--- config.mk ---
export PLATFORM = sky130hd
export DESIGN_NAME = websocket_frame_deframer_core_flat
export DESIGN_NICKNAME = d
export VERILOG_FILES = /design/src/wsdf_pkg.sv /design/src/wsdf_in_if.sv /design/src/wsdf_out_if.sv /design/src/wsdf_res_fifo.sv /design/src/websocket_frame_deframer_core.sv /design/src/flat_wrapper.sv
export SDC_FILE = /design/constraint.sdc
export NUM_CORES = 1
export LEC_CHECK = 0
export BUFFER_PORTS_ARGS = -buffer_cell sky130_fd_sc_hd__buf_2
export CORE_UTILIZATION = 60
export CTS_CLUSTER_SIZE = 10
export DETAILED_ROUTE_END_ITERATION = 10
export GPL_TIMING_DRIVEN = 1
export PLACE_DENSITY = 0.75
export SLEW_MARGIN = 20
export SYNTH_ARGS = -nofsm -noshare
export SYNTH_HDL_FRONTEND = slang
export SYNTH_SLANG_ARGS = --single-unit
--- constraint.sdc ---
create_clock -name clk -period 8 [get_ports clk]
set_clock_uncertainty 0.1 [all_clocks]
set_input_delay 0 -clock clk [delete_from_list [all_inputs] [get_ports clk]]
set_output_delay 0 -clock clk [all_outputs]
set_load 0.02 [all_outputs]
--- src/wsdf_pkg.sv ---
// Shared types and constants for the WebSocket frame deframer.
`timescale 1ns / 1ps

package wsdf_pkg;

	// Default width of the frame length counter
	localparam int LENGTH_WIDTH_DEF = 64;

	// Entries in the result queue
	localparam int RES_FIFO_DEPTH = 4;

	// Header field codes
	localparam logic [3:0] OPC_TEXT    = 4'h1;
	localparam logic [6:0] LEN7_EXT16  = 7'd126;
	localparam logic [6:0] LEN7_EXT64  = 7'd127;
	localparam logic [3:0] EXT16_BYTES = 4'd2;
	localparam logic [3:0] EXT64_BYTES = 4'd8;

	typedef enum logic [2:0] {
		PH_BYTE0,
		PH_BYTE1,
		PH_EXT,
		PH_PAYLOAD,
		PH_TRAIL
	} parse_phase_t;

	typedef enum logic [1:0] {
		ST_COMPLETE,
		ST_NOT_TEXT,
		ST_HDR_SHORT,
		ST_PAY_SHORT
	} frame_status_t;

	typedef struct packed {
		logic [7:0]    payload_byte;
		logic          is_status;
		frame_status_t frame_status;
		logic          last;
	} result_t;

	// Write request into the result queue: up to two words per cycle
	typedef struct packed {
		logic    valid0;
		logic    valid1;
		result_t word0;
		result_t word1;
	} push_t;

endpackage

--- src/wsdf_in_if.sv ---
// Byte stream channel into the deframer.
`timescale 1ns / 1ps

interface wsdf_in_if;
	logic       valid;
	logic       ready;
	logic [7:0] data_byte;
	logic       end_of_buffer;

	modport source(output valid, output data_byte, output end_of_buffer, input ready);
	modport sink(input valid, input data_byte, input end_of_buffer, output ready);
endinterface

--- src/wsdf_out_if.sv ---
// Result channel out of the deframer.
`timescale 1ns / 1ps

interface wsdf_out_if;
	logic       valid;
	logic       ready;
	logic [7:0] payload_byte;
	logic       is_status;
	logic [1:0] frame_status;
	logic       last;

	modport source(output valid, output payload_byte, output is_status,
		output frame_status, output last, input ready);
	modport sink(input valid, input payload_byte, input is_status,
		input frame_status, input last, output ready);
endinterface

--- src/wsdf_res_fifo.sv ---
// Result queue: takes up to two words per cycle, hands out one while the reader is ready.
`timescale 1ns / 1ps

module wsdf_res_fifo (
	input  logic           clk,
	input  logic           arst_n,
	input  wsdf_pkg::push_t push,
	output logic           room2,
	wsdf_out_if.source     result
);
	localparam int DEPTH = wsdf_pkg::RES_FIFO_DEPTH;
	localparam int PTR_W = $clog2(DEPTH);
	localparam int CNT_W = $clog2(DEPTH + 1);

	wsdf_pkg::result_t mem_q [DEPTH];
	logic [PTR_W-1:0]  wr_ptr_q;
	logic [PTR_W-1:0]  rd_ptr_q;
	logic [CNT_W-1:0]  count_q;
	logic [PTR_W-1:0]  wr_ptr_nx1;
	logic [PTR_W-1:0]  wr_ptr_nx2;
	logic [CNT_W-1:0]  push_n;
	logic              pop;
	wsdf_pkg::result_t head;

	// Space check for the worst case of two words
	assign room2 = (count_q <= CNT_W'(DEPTH - 2));

	assign wr_ptr_nx1 = PTR_W'(wr_ptr_q + 1'b1);
	assign wr_ptr_nx2 = PTR_W'(wr_ptr_q + 2'd2);
	assign push_n     = CNT_W'(push.valid0) + CNT_W'(push.valid1);
	assign pop        = result.valid && result.ready;

	// Drive the head word
	assign head                = mem_q[rd_ptr_q];
	assign result.valid        = (count_q != '0);
	assign result.payload_byte = head.payload_byte;
	assign result.is_status    = head.is_status;
	assign result.frame_status = head.frame_status;
	assign result.last         = head.last;

	// Store incoming words
	always_ff @(posedge clk) begin
		if (push.valid0) begin
			mem_q[wr_ptr_q] <= push.word0;
		end
		if (push.valid1) begin
			mem_q[wr_ptr_nx1] <= push.word1;
		end
	end

	// Advance pointers and fill count
	always_ff @(posedge clk or negedge arst_n) begin
		if (!arst_n) begin
			wr_ptr_q <= '0;
			rd_ptr_q <= '0;
			count_q  <= '0;
		end else begin
			if (push.valid1) begin
				wr_ptr_q <= wr_ptr_nx2;
			end else if (push.valid0) begin
				wr_ptr_q <= wr_ptr_nx1;
			end
			if (pop) begin
				rd_ptr_q <= PTR_W'(rd_ptr_q + 1'b1);
			end
			count_q <= CNT_W'(count_q + push_n - CNT_W'(pop));
		end
	end

	a_count_bound: assert property (@(posedge clk) disable iff (!arst_n)
		count_q <= CNT_W'(DEPTH))
		else $error("result queue fill count out of range");

	a_push_order: assert property (@(posedge clk) disable iff (!arst_n)
		push.valid1 |-> push.valid0)
		else $error("second word pushed without first");

	a_push_two_count: assert property (@(posedge clk) disable iff (!arst_n)
		(push.valid1 && !pop) |=> count_q == CNT_W'($past(count_q) + 2'd2))
		else $error("fill count missed a double push");

endmodule

--- src/websocket_frame_deframer_core.sv ---
// An accepted byte is held in the input stage and pushed into the result queue once the queue
// has room for two words. One byte per cycle while that room lasts; a final byte that is also
// payload makes two words, and the four-entry result queue drains one word per cycle while
// the reader is ready. Input is taken while the input stage is empty or the queue has room.
// Reset (arst_n low) clears the input stage, the parse state and the result queue.
`timescale 1ns / 1ps

module websocket_frame_deframer_core #(
	parameter int LENGTH_WIDTH = wsdf_pkg::LENGTH_WIDTH_DEF
) (
	input  logic       clk,
	input  logic       arst_n,
	wsdf_in_if.sink    data,
	wsdf_out_if.source result
);
	localparam int W = LENGTH_WIDTH;

	// Input stage
	logic       valid_s1;
	logic [7:0] byte_s1;
	logic       eob_s1;

	// Parse state
	wsdf_pkg::parse_phase_t phase_q, phase_d;
	logic [3:0]             ext_q, ext_d;
	logic [W-1:0]           len_q, len_d;
	logic                   ovf_q, ovf_d;
	logic                   not_text_q, not_text_d;

	logic                   room2;
	logic                   advance;
	wsdf_pkg::push_t        push;
	wsdf_pkg::result_t      pay_word;
	wsdf_pkg::result_t      stat_word;
	logic                   pay_out;
	wsdf_pkg::frame_status_t stat;
	logic [W-1:0]           shifted;
	logic                   ovf_n;
	logic [W-1:0]           start_len;

	assign advance    = valid_s1 && room2;
	assign data.ready = !valid_s1 || room2;

	// Hold the accepted byte
	always_ff @(posedge clk or negedge arst_n) begin
		if (!arst_n) begin
			valid_s1 <= 1'b0;
		end else if (data.valid && data.ready) begin
			valid_s1 <= 1'b1;
		end else if (advance) begin
			valid_s1 <= 1'b0;
		end
	end

	always_ff @(posedge clk) begin
		if (data.valid && data.ready) begin
			byte_s1 <= data.data_byte;
			eob_s1  <= data.end_of_buffer;
		end
	end

	// Extended length accumulation; saturate when bits fall off the top
	assign shifted   = {len_q[W-9:0], byte_s1};
	assign ovf_n     = ovf_q || (len_q[W-1 -: 8] != 8'd0);
	assign start_len = ovf_n ? {W{1'b1}} : shifted;

	// Next parse state
	always_comb begin
		phase_d    = phase_q;
		ext_d      = ext_q;
		len_d      = len_q;
		ovf_d      = ovf_q;
		not_text_d = not_text_q;
		pay_out    = 1'b0;
		case (phase_q)
			wsdf_pkg::PH_BYTE0: begin
				not_text_d = (byte_s1[3:0] != wsdf_pkg::OPC_TEXT);
				phase_d    = wsdf_pkg::PH_BYTE1;
			end
			wsdf_pkg::PH_BYTE1: begin
				if (not_text_q) begin
					phase_d = wsdf_pkg::PH_TRAIL;
				end else begin
					len_d = '0;
					ovf_d = 1'b0;
					if (byte_s1[6:0] == wsdf_pkg::LEN7_EXT16) begin
						ext_d   = wsdf_pkg::EXT16_BYTES;
						phase_d = wsdf_pkg::PH_EXT;
					end else if (byte_s1[6:0] == wsdf_pkg::LEN7_EXT64) begin
						ext_d   = wsdf_pkg::EXT64_BYTES;
						phase_d = wsdf_pkg::PH_EXT;
					end else begin
						len_d   = W'(byte_s1[6:0]);
						phase_d = (byte_s1[6:0] != 7'd0) ? wsdf_pkg::PH_PAYLOAD
							: wsdf_pkg::PH_TRAIL;
					end
				end
			end
			wsdf_pkg::PH_EXT: begin
				ext_d = 4'(ext_q - 1'b1);
				if (ext_q == 4'd1) begin
					len_d   = start_len;
					ovf_d   = 1'b0;
					phase_d = (start_len != '0) ? wsdf_pkg::PH_PAYLOAD
						: wsdf_pkg::PH_TRAIL;
				end else begin
					len_d = shifted;
					ovf_d = ovf_n;
				end
			end
			wsdf_pkg::PH_PAYLOAD: begin
				pay_out = 1'b1;
				len_d   = W'(len_q - 1'b1);
				if (len_q == W'(1)) begin
					phase_d = wsdf_pkg::PH_TRAIL;
				end
			end
			default: begin
			end
		endcase
	end

	// End-of-buffer status from the updated state
	always_comb begin
		if (phase_d inside {wsdf_pkg::PH_BYTE0, wsdf_pkg::PH_BYTE1}) begin
			stat = wsdf_pkg::ST_HDR_SHORT;
		end else if (not_text_d) begin
			stat = wsdf_pkg::ST_NOT_TEXT;
		end else if (phase_d == wsdf_pkg::PH_EXT) begin
			stat = wsdf_pkg::ST_HDR_SHORT;
		end else if (phase_d == wsdf_pkg::PH_PAYLOAD) begin
			stat = wsdf_pkg::ST_PAY_SHORT;
		end else begin
			stat = wsdf_pkg::ST_COMPLETE;
		end
	end

	// Build the result words for this byte
	always_comb begin
		pay_word.payload_byte = byte_s1;
		pay_word.is_status    = 1'b0;
		pay_word.frame_status = wsdf_pkg::ST_COMPLETE;
		pay_word.last         = 1'b0;

		stat_word.payload_byte = 8'd0;
		stat_word.is_status    = 1'b1;
		stat_word.frame_status = stat;
		stat_word.last         = 1'b1;

		push.valid0 = advance && (pay_out || eob_s1);
		push.valid1 = advance && pay_out && eob_s1;
		push.word0  = pay_out ? pay_word : stat_word;
		push.word1  = stat_word;
	end

	// Update parse state; drop everything at the end of the buffer
	always_ff @(posedge clk or negedge arst_n) begin
		if (!arst_n) begin
			phase_q    <= wsdf_pkg::PH_BYTE0;
			ext_q      <= '0;
			len_q      <= '0;
			ovf_q      <= 1'b0;
			not_text_q <= 1'b0;
		end else if (advance) begin
			if (eob_s1) begin
				phase_q    <= wsdf_pkg::PH_BYTE0;
				ext_q      <= '0;
				len_q      <= '0;
				ovf_q      <= 1'b0;
				not_text_q <= 1'b0;
			end else begin
				phase_q    <= phase_d;
				ext_q      <= ext_d;
				len_q      <= len_d;
				ovf_q      <= ovf_d;
				not_text_q <= not_text_d;
			end
		end
	end

	wsdf_res_fifo u_res_fifo (
		.clk    (clk),
		.arst_n (arst_n),
		.push   (push),
		.room2  (room2),
		.result (result)
	);

	a_payload_nonzero: assert property (@(posedge clk) disable iff (!arst_n)
		phase_q == wsdf_pkg::PH_PAYLOAD |-> len_q != '0)
		else $error("payload phase with zero bytes left");

	a_ext_count: assert property (@(posedge clk) disable iff (!arst_n)
		phase_q == wsdf_pkg::PH_EXT |-> (ext_q != 4'd0 && ext_q <= wsdf_pkg::EXT64_BYTES))
		else $error("extended length count out of range");

	a_not_text_skip: assert property (@(posedge clk) disable iff (!arst_n)
		not_text_q |-> (phase_q != wsdf_pkg::PH_EXT && phase_q != wsdf_pkg::PH_PAYLOAD))
		else $error("non-text frame entered length or payload phase");

	a_eob_restart: assert property (@(posedge clk) disable iff (!arst_n)
		(advance && eob_s1) |=> (phase_q == wsdf_pkg::PH_BYTE0 && !not_text_q))
		else $error("parser did not restart after end of buffer");

endmodule
--- src/flat_wrapper.sv ---
// flat-port wrapper written by rule: the top's interface ports become plain ports
module websocket_frame_deframer_core_flat 
#(
	parameter int LENGTH_WIDTH = wsdf_pkg::LENGTH_WIDTH_DEF
)
  (clk, arst_n, data_valid, data_data_byte, data_end_of_buffer, data_ready, result_valid, result_payload_byte, result_is_status, result_frame_status, result_last, result_ready);
  wsdf_in_if data_i ();
  wsdf_out_if result_i ();
  input  logic clk;
  input  logic arst_n;
  input wire logic [$bits(data_i.valid)-1:0] data_valid;
  input wire logic [$bits(data_i.data_byte)-1:0] data_data_byte;
  input wire logic [$bits(data_i.end_of_buffer)-1:0] data_end_of_buffer;
  output wire logic [$bits(data_i.ready)-1:0] data_ready;
  output wire logic [$bits(result_i.valid)-1:0] result_valid;
  output wire logic [$bits(result_i.payload_byte)-1:0] result_payload_byte;
  output wire logic [$bits(result_i.is_status)-1:0] result_is_status;
  output wire logic [$bits(result_i.frame_status)-1:0] result_frame_status;
  output wire logic [$bits(result_i.last)-1:0] result_last;
  input wire logic [$bits(result_i.ready)-1:0] result_ready;
  assign data_i.valid = data_valid;
  assign data_i.data_byte = data_data_byte;
  assign data_i.end_of_buffer = data_end_of_buffer;
  assign data_ready = data_i.ready;
  assign result_valid = result_i.valid;
  assign result_payload_byte = result_i.payload_byte;
  assign result_is_status = result_i.is_status;
  assign result_frame_status = result_i.frame_status;
  assign result_last = result_i.last;
  assign result_i.ready = result_ready;
  websocket_frame_deframer_core #(.LENGTH_WIDTH(LENGTH_WIDTH)) u_core (.clk(clk), .arst_n(arst_n), .data(data_i), .result(result_i));
endmodule
==> results.json <==
{
  "status": "complete, no violations",
  "fin_ws_ns": 4.23,
  "die_area_um2": 13200,
  "root_buffer": "clkbuf_16",
  "critPathCaptureType": "register",
  "r2r_start": "u_core.u_res_fifo.count_q[2]",
  "route.met3.wl_um": 2200,
  "maxCapViolCount": 0,
  "antenna_cells": 0,
  "area_growth_pct": 12.2,
  "drv_slew": 0,
  "start_util_pct": 62.7,
  "grt.overflow.total": 0,
  "wl_met2_um": 10200,
  "nets": 923,
  "die_h_um": 115,
  "yosys_register_bits": 134,
  "critPathLaunchType": "register",
  "min_path_type": "in2async",
  "coreArea_um2": 12200,
  "fin_area_um2": 8590,
  "finalWirelength_um": 22100,
  "synth.cell_area_um2": 7650,
  "final_common_cell": "nor2_1",
  "syn_inst": 888,
  "critPathArrivalTime_ns": 3.96,
  "cts_sinks": 134,
  "syn_avg_cell_area_um2": 8.62,
  "ir_drop_v": 0.000294,
  "wl_met1_um": 9260,
  "first_global_vias": 7259,
  "htreeDepth": 4,
  "wl_per_cell_um": 20.5,
  "pwr_density_cell_nw_per_um2": 365,
  "period_share_pct": 47.1,
  "top_layer_used": "met4",
  "ys_seq_area_share_pct": 42.6,
  "synth_edf_count": 17,
  "min_period_ns": 3.77,
  "drive_gt1_share_pct": 11.1,
  "fillers": 991,
  "viasPerCell": 6.83,
  "crit_chain": "or3b_2 -> a21oi_1 -> nand3_1 -> nor2_1 -> buf_4 -> o21ai_0 -> o311ai_0",
  "tightest_slew_ns": 1.08,
  "drtPass1Iterations": 6,
  "cts_buffer_depth": 2,
  "max_stage_delay_ns": 0.88,
  "p_leak_nw": 3.54,
  "rrSetupSlack_ns": 4.23,
  "final_cell_mix": "nor2_1 (113), o21ai_0 (104), dfrtp_1 (81), nand2_1 (79), a21oi_1 (66)",
  "r2r-end": "u_core.len_q[44]",
  "die_x_um": 115,
  "portBuffers": 26,
  "rsz0062_at_grt": "false",
  "grt_max_degree": 82,
  "numCtsBuffers": 17,
  "cts-resized-gates": 0,
  "crit_type": "reg2reg",
  "track_usage_pct": 36.3,
  "fmax_ghz": 0.265,
  "power_mw": 3.13,
  "ys_warn_count": 0,
  "clock_latency_ns": 0.42,
  "io_pins": 27,
  "cts_tree": "yes",
  "antenna_found_initial": 0,
  "relSlewSlack_pct": 27.9,
  "ys.flop_type": "dfrtp_1",
  "ant_nets": 0,
  "setup_viol": 0,
  "grt_pass1_wl_um": 36900,
  "tns_ns": 0,
  "ff2ff_path_depth": 7,
  "hold_violations": 0,
  "postCtsSetupBuffers": 0,
  "synth_cell_types": 69,
  "rows": 40,
  "syn_nets": 913,
  "hpwl_um": 14300,
  "cp_max_fo": 19,
  "post-place-ws_ns": 4.30,
  "drc": 0,
  "vias": 7366,
  "cp_slowest_cell": "nor2_1",
  "placed_area_um2": 7850,
  "synthArstFlopShare_pct": 60.4,
  "worst_ep_required_time_ns": 8.19,
  "place_congestion": 0.935,
  "drtIter0Drc": 1114,
  "cts.reportedPaths.clkPinSlew_ns": 0.06
}
-- layout make-up --
cell class / count / area, um^2 / area share, %
Timing Repair Buffer: 48 / 344 / 4.01
Sequential cell: 134 / 3260 / 37.9
Clock buffer: 22 / 507 / 5.90
Inverter: 18 / 67.6 / 0.787
Multi-Input combinational cell: 679 / 4110 / 47.9
Clock inverter: 10 / 90.1 / 1.05
Tap cell: 168 / 210 / 2.45
-- routing by layer --
metal  global-route usage (%)  vias up
met5                        0        -
met4                     13.9        0
met3                     7.91       46
met2                     56.1      481
met1                     50.1     3513
li1                         -     3326
-- cell usage after synthesis (9+ instances only) --
library cell	count	share of area (%)
nor2_1	113	5.5
o21ai_0	104	6.8
dfrtp_1	81	26
nor2b_1	9	0.74
and2_1	9	0.74
a21oi_1	66	4.3
edfxtp_1	17	6.7
o311ai_0	9	1.0
o211ai_1	32	3.1
or4_1	10	0.98
nand4_1	12	0.98
a22o_1	12	1.4
mux4_2	11	3.2
or3_1	12	0.98
dfxtp_1	36	9.4
ha_1	10	1.6
clkbuf_1	49	2.4
nand2_1	79	3.9
nand3_1	29	1.9
nor4_1	17	1.4
nor3_1	28	1.8
a31oi_1	12	0.98
inv_1	16	0.78
-- worst max-delay path by stage --
stage,to,start,slack [ns]
after CTS,u_core.len_q[55],u_core.u_res_fifo.count_q[0],4.28
after global routing,u_core.len_q[44],u_core.u_res_fifo.count_q[2],3.96
after detailed placement,u_core.u_res_fifo.count_q[2],u_core.eob_s1,4.30
final,u_core.len_q[44],u_core.u_res_fifo.count_q[2],4.23
after floorplan,u_core.u_res_fifo.count_q[2],u_core.u_res_fifo.count_q[0],4.75
after global placement,u_core.len_q[44],u_core.u_res_fifo.count_q[0],4.41
-- timing repair --
action,4_1_cts,5_1_grt
hold buffers,12,0
hold endpoints to repair,93,0
setup endpoints to repair,0,0
-- worst max-delay path, delay by kind of cell (launching register included) --
family | cells | cell delay [ns]
simple gates | 3 | 2.00
buf+inv | 1 | 0.36
compound gates | 3 | 0.78
flops | 1 | 0.39
-- cell families after synthesis --
family	after synthesis	synth area share [%]
DFF	134	42.6
and+or+nand+nor	358	23.5
AOI/OAI and AO/OA	287	23.3
muxes	15	3.76
xor gates and xnor gates	7	0.801
buffers and inverters	75	3.94
adders and majority gates	12	2.16
-- flip-flops by register name, summed over array words and instances (netlist names) --
name	count
u_core.eob_s1	1
u_core.u_res_fifo.mem_q	44
u_core.u_res_fifo.count_q	3
u_core.phase_q	3
u_core.u_res_fifo.wr_ptr_q	2
u_core.u_res_fifo.rd_ptr_q	2
u_core.ext_q	4
u_core.valid_s1	1
u_core.len_q	64
u_core.byte_s1	8
u_core.ovf_q	1
u_core.not_text_q	1
-- stage by stage --
stage / hold WS [ns] / util, % / std cells
final: 0.0838 / 70.3 / 1079
after global routing: 0.185 / 70.3 / 1079
after CTS: 0.166 / 70.1 / 1078
after detailed placement: 0.0781 / 64.3 / 1034
after global placement: 0.0766 / 64.3 / 1034
after floorplan: -0.396 / - / 888
-- power by group --
| group | switching (mW) | internal (mW) |
|---|---|---|
| Sequential | 0.197 | 0.835 |
| Clock | 0.299 | 0.481 |
| Combinational | 0.872 | 0.448 |
| Total | 1.37 | 1.76 |
(Power assumes the default switching activity.)
